`src/hdl/window_mean_spread_detector_defines.svh`:
```
// ----------------------------------------------------------------------------
// Assertion macros for the window mean/spread detector
// Shared concurrent assertion forms, clocked on clk and disabled in reset.
// ----------------------------------------------------------------------------
`ifndef WINDOW_MEAN_SPREAD_DETECTOR_DEFINES_SVH
`define WINDOW_MEAN_SPREAD_DETECTOR_DEFINES_SVH

// same-cycle implication
`define WMSD_ASSERT_NOW(label, ante, cons, msg) \
  label: assert property (@(posedge clk) disable iff (rst) (ante) |-> (cons)) \
    else $error(msg);

// next-cycle implication
`define WMSD_ASSERT_NEXT(label, ante, cons, msg) \
  label: assert property (@(posedge clk) disable iff (rst) (ante) |=> (cons)) \
    else $error(msg);

`endif

```
`src/hdl/wmsd_pkg.sv`:
```
// ----------------------------------------------------------------------------
// wmsd_pkg
// Widths, register indexes, reset values and types of the detector.
// ----------------------------------------------------------------------------
package wmsd_pkg;

  localparam int DIST_W                = 10;
  localparam int LIMIT_W               = 23;
  localparam int SQ_W                  = 2 * DIST_W;
  localparam int CFG_IDX_W             = 1;
  localparam int CFG_DATA_W            = LIMIT_W;
  localparam int WINDOW_LENGTH_DEFAULT = 5;

  localparam logic [CFG_IDX_W-1:0] REG_NEAR_THRESHOLD = 1'd0;
  localparam logic [CFG_IDX_W-1:0] REG_SPREAD_LIMIT   = 1'd1;

  localparam logic [DIST_W-1:0]  NEAR_THRESHOLD_RESET = 10'd180;
  localparam logic [LIMIT_W-1:0] SPREAD_LIMIT_RESET   = 23'd225;

  // control broadcast to every cell of the window
  typedef struct packed {
    logic advance;  // take the previous cell's sample, or the new sample at the head
    logic clear;    // load zero instead
  } cell_ctrl_t;

endpackage

```
`src/hdl/wmsd_cell.sv`:
```
// ----------------------------------------------------------------------------
// wmsd_cell
// One window entry: holds a sample, hands it on, squares its deviation.
// ----------------------------------------------------------------------------
module wmsd_cell
  import wmsd_pkg::*;
(
  input  logic              clk,
  input  logic              rst,
  input  cell_ctrl_t        ctrl,
  input  logic [DIST_W-1:0] shift_in,
  input  logic [DIST_W-1:0] mean,
  output logic [DIST_W-1:0] value,
  output logic [SQ_W-1:0]   dev_sq
);

  logic [DIST_W-1:0] dev;

  // deviation of the entry this cell holds once the window has shifted
  always_comb begin
    if (shift_in >= mean) begin
      dev = shift_in - mean;
    end else begin
      dev = mean - shift_in;
    end
    dev_sq = SQ_W'(dev) * SQ_W'(dev);
  end

  always_ff @(posedge clk) begin
    if (rst) begin
      value <= '0;
    end else if (ctrl.advance) begin
      value <= ctrl.clear ? '0 : shift_in;
    end
  end

endmodule

```
`src/hdl/wmsd_sum_tree.sv`:
```
// ----------------------------------------------------------------------------
// wmsd_sum_tree
// Balanced adder tree over the squared deviations of all cells.
// ----------------------------------------------------------------------------
module wmsd_sum_tree
  import wmsd_pkg::*;
#(
  parameter int N     = WINDOW_LENGTH_DEFAULT,
  parameter int OUT_W = SQ_W + $clog2(N)
)(
  input  logic [SQ_W-1:0]  leaf [N],
  output logic [OUT_W-1:0] sum
);

  localparam int P = 2 ** $clog2(N);

  logic [OUT_W-1:0] node [2*P-1];

  for (genvar i = 0; i < P; i++) begin : g_leaf
    if (i < N) begin : g_used
      assign node[P-1+i] = OUT_W'(leaf[i]);
    end else begin : g_pad
      assign node[P-1+i] = '0;
    end
  end

  for (genvar j = 0; j < P - 1; j++) begin : g_node
    assign node[j] = node[2*j+1] + node[2*j+2];
  end

  assign sum = node[0];

endmodule

```
`src/hdl/window_mean_spread_detector.sv`:
```
// ----------------------------------------------------------------------------
// window_mean_spread_detector
// Sliding-window mean and spread test on a stream of distance samples.
// ----------------------------------------------------------------------------
// Usage:
//   Samples enter on distance_cm with sample_valid/sample_stall; one result
//   beat (detected, window_mean) leaves on result_valid/result_stall for
//   every sample beat. A sample beat is taken at a clock edge where
//   sample_valid is high and sample_stall is low.
//   The result of a sample is registered and valid the cycle after it
//   is taken. Throughput is one sample per cycle while no result is held
//   by result_stall; the window total, mean, the per-cell squared
//   deviations and the adder tree all settle in the cycle the sample is taken.
//   While a result is held by result_stall, sample_stall is high and the
//   window holds; when the held result leaves, a new sample can be taken in
//   the same cycle. Reset (rst, synchronous) zeroes the window and total,
//   restores near_threshold to 180 and spread_limit_squared to 225, and
//   drops any pending result. sample_stall is high during reset.
//   Registers are written through cfg_write/cfg_index/cfg_data; the user
//   must write them only while idle, which the block does not enforce.
// ----------------------------------------------------------------------------
`include "window_mean_spread_detector_defines.svh"

module window_mean_spread_detector
  import wmsd_pkg::*;
#(
  parameter int WINDOW_LENGTH = WINDOW_LENGTH_DEFAULT
)(
  input  logic                  clk,
  input  logic                  rst,
  input  logic                  cfg_write,
  input  logic [CFG_IDX_W-1:0]  cfg_index,
  input  logic [CFG_DATA_W-1:0] cfg_data,
  input  logic                  sample_valid,
  output logic                  sample_stall,
  input  logic [DIST_W-1:0]     distance_cm,
  output logic                  result_valid,
  input  logic                  result_stall,
  output logic                  detected,
  output logic [DIST_W-1:0]     window_mean
);

  localparam int TOTAL_W  = $clog2(WINDOW_LENGTH * ((2 ** DIST_W) - 1) + 1);
  localparam int SPREAD_W = SQ_W + $clog2(WINDOW_LENGTH);
  localparam int CMP_W    = (SPREAD_W > LIMIT_W) ? SPREAD_W : LIMIT_W;

  // floor(total / WINDOW_LENGTH) as a multiply by a rounded-up reciprocal,
  // exact over the whole range of the total
  localparam int RECIP_SHIFT = TOTAL_W + $clog2(WINDOW_LENGTH);
  localparam int RECIP_W     = TOTAL_W + 1;
  localparam int PROD_W      = TOTAL_W + RECIP_W;
  localparam logic [RECIP_W-1:0] MEAN_RECIP =
    RECIP_W'(((2 ** RECIP_SHIFT) + WINDOW_LENGTH - 1) / WINDOW_LENGTH);

  logic [DIST_W-1:0]   near_threshold;
  logic [LIMIT_W-1:0]  spread_limit_squared;
  logic [TOTAL_W-1:0]  window_total;
  logic [TOTAL_W-1:0]  window_total_next;
  logic [DIST_W-1:0]   mean;
  logic [SPREAD_W-1:0] spread;
  logic                hit;
  logic                accept;
  cell_ctrl_t          ctrl;

  logic [DIST_W-1:0] cell_value [WINDOW_LENGTH];
  logic [SQ_W-1:0]   cell_sq    [WINDOW_LENGTH];

  assign sample_stall = rst | (result_valid & result_stall);
  assign accept       = sample_valid & ~sample_stall;

  // drop the oldest sample, add the new one
  assign window_total_next = window_total - TOTAL_W'(cell_value[WINDOW_LENGTH-1])
                           + TOTAL_W'(distance_cm);
  assign mean = DIST_W'((PROD_W'(window_total_next) * PROD_W'(MEAN_RECIP)) >> RECIP_SHIFT);

  assign ctrl.advance = accept;
  assign ctrl.clear   = hit;

  for (genvar i = 0; i < WINDOW_LENGTH; i++) begin : g_cell
    logic [DIST_W-1:0] shift_in;
    if (i == 0) begin : g_head
      assign shift_in = distance_cm;
    end else begin : g_body
      assign shift_in = cell_value[i-1];
    end
    wmsd_cell u_cell (
      .clk      (clk),
      .rst      (rst),
      .ctrl     (ctrl),
      .shift_in (shift_in),
      .mean     (mean),
      .value    (cell_value[i]),
      .dev_sq   (cell_sq[i])
    );
  end

  wmsd_sum_tree #(
    .N     (WINDOW_LENGTH),
    .OUT_W (SPREAD_W)
  ) u_sum_tree (
    .leaf (cell_sq),
    .sum  (spread)
  );

  assign hit = (CMP_W'(spread) < CMP_W'(spread_limit_squared))
            && (mean < near_threshold);

  always_ff @(posedge clk) begin
    if (rst) begin
      near_threshold       <= NEAR_THRESHOLD_RESET;
      spread_limit_squared <= SPREAD_LIMIT_RESET;
    end else if (cfg_write) begin
      unique case (cfg_index)
        REG_NEAR_THRESHOLD: near_threshold       <= cfg_data[DIST_W-1:0];
        REG_SPREAD_LIMIT:   spread_limit_squared <= cfg_data[LIMIT_W-1:0];
      endcase
    end
  end

  always_ff @(posedge clk) begin
    if (rst) begin
      window_total <= '0;
    end else if (accept) begin
      window_total <= hit ? '0 : window_total_next;
    end
  end

  // output register: hold while stalled
  always_ff @(posedge clk) begin
    if (rst) begin
      result_valid <= 1'b0;
    end else if (accept) begin
      result_valid <= 1'b1;
    end else if (!result_stall) begin
      result_valid <= 1'b0;
    end
  end

  always_ff @(posedge clk) begin
    if (accept) begin
      detected    <= hit;
      window_mean <= mean;
    end
  end

  `WMSD_ASSERT_NEXT(a_accept_gives_result, accept, result_valid,
                    "taken sample beat produced no result")
  `WMSD_ASSERT_NEXT(a_hit_clears_total, accept && hit, window_total == '0,
                    "detection did not clear the window total")
  `WMSD_ASSERT_NOW(a_detect_is_near, result_valid && detected,
                   window_mean < near_threshold,
                   "detection reported with mean not below threshold")

endmodule
```
`config.mk`:
```
export PLATFORM = sky130hd
export DESIGN_NAME = window_mean_spread_detector
export DESIGN_NICKNAME = d
export VERILOG_FILES = /design/src/hdl/wmsd_pkg.sv /design/src/hdl/wmsd_cell.sv /design/src/hdl/wmsd_sum_tree.sv /design/src/hdl/window_mean_spread_detector.sv
export VERILOG_INCLUDE_DIRS = /design/src /design/src/hdl
export SDC_FILE = /design/constraint.sdc
export NUM_CORES = 2
export LEC_CHECK = 0
export BUFFER_PORTS_ARGS = -buffer_cell sky130_fd_sc_hd__buf_4
export CORE_MARGIN = 2
export CORE_UTILIZATION = 30
export DETAILED_ROUTE_END_ITERATION = 8
export GPL_TIMING_DRIVEN = 0
export SLEW_MARGIN = 20
export SYNTH_ARGS = -nofsm -noshare
export SYNTH_HDL_FRONTEND = slang
export SYNTH_SLANG_ARGS = --single-unit
```
`constraint.sdc`:
```
create_clock -name clk -period 23.2 [get_ports clk]
set_input_delay 2.32 -clock clk [delete_from_list [all_inputs] [get_ports clk]]
set_output_delay 2.32 -clock clk [all_outputs]
set_load 0.03 [all_outputs]
```
==> summary.txt <==
layout cell share with drive strength beyond 1: 7.18%
total number of vias: 19729
FP Rows: 108
register area share after synthesis: 8.58%
cts hold-fix bufs: 0
Fin. Hold Viols: 0
final setup fails: 0
Worst Max-Slew Pin Slew: 952 ps
CTS tree: done
Synth Register Bits: 108
H-tree depth: 3
Most common cell on crit path: fa_1
Worst R2R Path Depth: 82
max-slew violation count: 0
Hold WC Path Type: register to register
initial core utilization: 30.4%
Crit path arrival time: 22360 ps
Syn Inst Count: 3046
post-route setup slack: 1100 ps
CP endpoint kind: register
Synth Area per Inst: 8.69 µm²
clock sink total: 108
Warnings, synthesis: 0
Reg area: 2270 µm²
area of the core: 87200 µm²
met2 usage: 26.1%
Hold Path Cell Cnt: 2
number of flops mapped to enable cells by yosys: 11
largest area contributor in the netlist: fa_1
CTS root buf: clkbuf_16
DP Worst Slack: -750 ps
async set-or-reset flop fraction in the synthesized netlist: 0%
via density per instance: 4.60
MaxCap Viol Count: 0
Die X: 301 µm
antenna viol nets, final: 0
minimum clock period: 22100 ps
WS Path Type: primary input to register
Num CTS Buffers: 9
Net Count, Synth: 3924
most common cell in the netlist: inv_1
largest net degree at the start of global routing: 22
hold path startpoint: spread_limit_squared[9]
gr usage total: 15.6%
layer with the highest usage: met2
synthesized area: 26500 µm²
synth unique cells: 89
Port Buffer Count: 51
outcome: completed
clk buf depth: 2
met1 Usage GRT: 22.1%
Crit path largest cell delay: 590 ps
initial antenna violation count: 0
Synth area leaders: fa_1 34%, ha_1 19%, inv_1 11%
wire length per cell: 15.9 µm
Die Area: 90600 µm²
I/O pin total: 52
Routed Wire Length: 68.4 mm
Fmax: 0.0453 GHz
dominant synthesized flop cell: dfxtp_1
DRC violations left: 0
area taken by multi-input logic gates: 21200 µm²
vias in the first global route: 20137
Synth top area share: 33.7%
clk slew on worst S/H paths: 80 ps
Commonest cells post-synth: 764 x inv_1, 446 x fa_1, 393 x ha_1
first-pass GRT wire length: 110 mm
Slowest-stage cell, CP: fa_1
met3 Resource Use GR: 1.50%
fin nets: 4005
First-pass DRT Iterations: 5
fin crit share: 95.2%
Clock Skews: 13.4 ps
Required @ worst endpoint: 23460 ps
Area growth, synth to finish: 9.66%
max_slew headroom: 36.1%
global placement routability congestion: 0.902
die height: 301 µm
startpoint types: primary input
# fillers: 9111
Critical Path Source: distance_cm[1]
worst r2r src: g_cell[4].u_cell.value[0]
DRT iter0 DRCs: 1174
gr ovfl total: 0
DP HPWL: 59.9 mm
clk_lat worst skew: 380 ps
worst-path maximum fanout: 10
-- sequential cells by signal, summed over array words and instances (netlist names) --
signal,count
window_total,13
window_mean,10
near_threshold,10
g_cell.u_cell.value,50
detected,1
result_valid,1
spread_limit_squared,23
-- path summary, 6_finish.rpt --
path | end | slack [ps]
max reg2reg | window_total[1] | 2980
min | spread_limit_squared[9] | 460
min reg2reg | spread_limit_squared[9] | 460
max | window_total[1] | 1100
-- final cells by class --
cell class	instances	area share, %
diodes	1	0.00862
plain buffers	86	1.30
clock buffers	9	0.776
clock inverters	7	0.276
inverters	771	10.0
multi-input cells	2081	73.0
flip-flops and latches	108	7.83
well taps	1155	4.98
repair buffers	70	1.86
-- layout by cell type, fill, tap and decap left out, types with 58 or more instances in the layout --
cell type,Yosys,layout
inv_1,764,762
fa_1,446,446
ha_1,393,393
nand2_1,249,248
nor2_1,227,225
a21oi_1,166,164
dfxtp_1,97,97
buf_4,3,70
a21o_1,65,65
o21ai_0,59,58
-- routing by layer --
metal  vias to the layer above  share of wire, %
li1                       9504                 -
met1                      9808                47
met2                       361                48
met3                        56               4.4
met4                         0               1.5
met5                         -                 0
-- per-stage QoR --
step	instance area [µm²]	setup TNS (ps)	hold WS, ps	util, %	instances
finish	29000	0	458	33.3	4288
global route	29000	-602	478	33.3	4287
CTS	28700	0	459	33.0	4272
detailed placement	28400	-33830	449	32.6	4255
global placement	28300	-104840	443	32.5	4252
floorplan	26500	0	432	-	3046
-- worst max-delay path, delay by kind of cell --
kind            cells  cell delay (ps)
compound gates     31             5780
xor+xnor            3              900
buf+inv            15             2200
fa+ha+maj          20             8520
mux                 1              330
simple gates       13             2240
-- repair_timing --
item                                   4_1_cts  5_1_grt
setup endpoints to repair                   59       64
pin swaps                                    1        5
resized for setup                            2       33
endpoints found under the hold margin        0        0
buffers inserted                             1       15
-- cell families after synthesis --
family / share of synthesized area, %
DFF: 8.58
AOI/OAI and AO/OA: 9.99
xor gates and xnor gates: 3.31
adders and majority gates: 52.5
buffers and inverters: 12.3
and+or+nand+nor: 11.9
muxes: 1.37
Power is left out: the tool's default activity adds up to more than one toggle a clock period on the data nets, which glitch-free logic cannot reach.
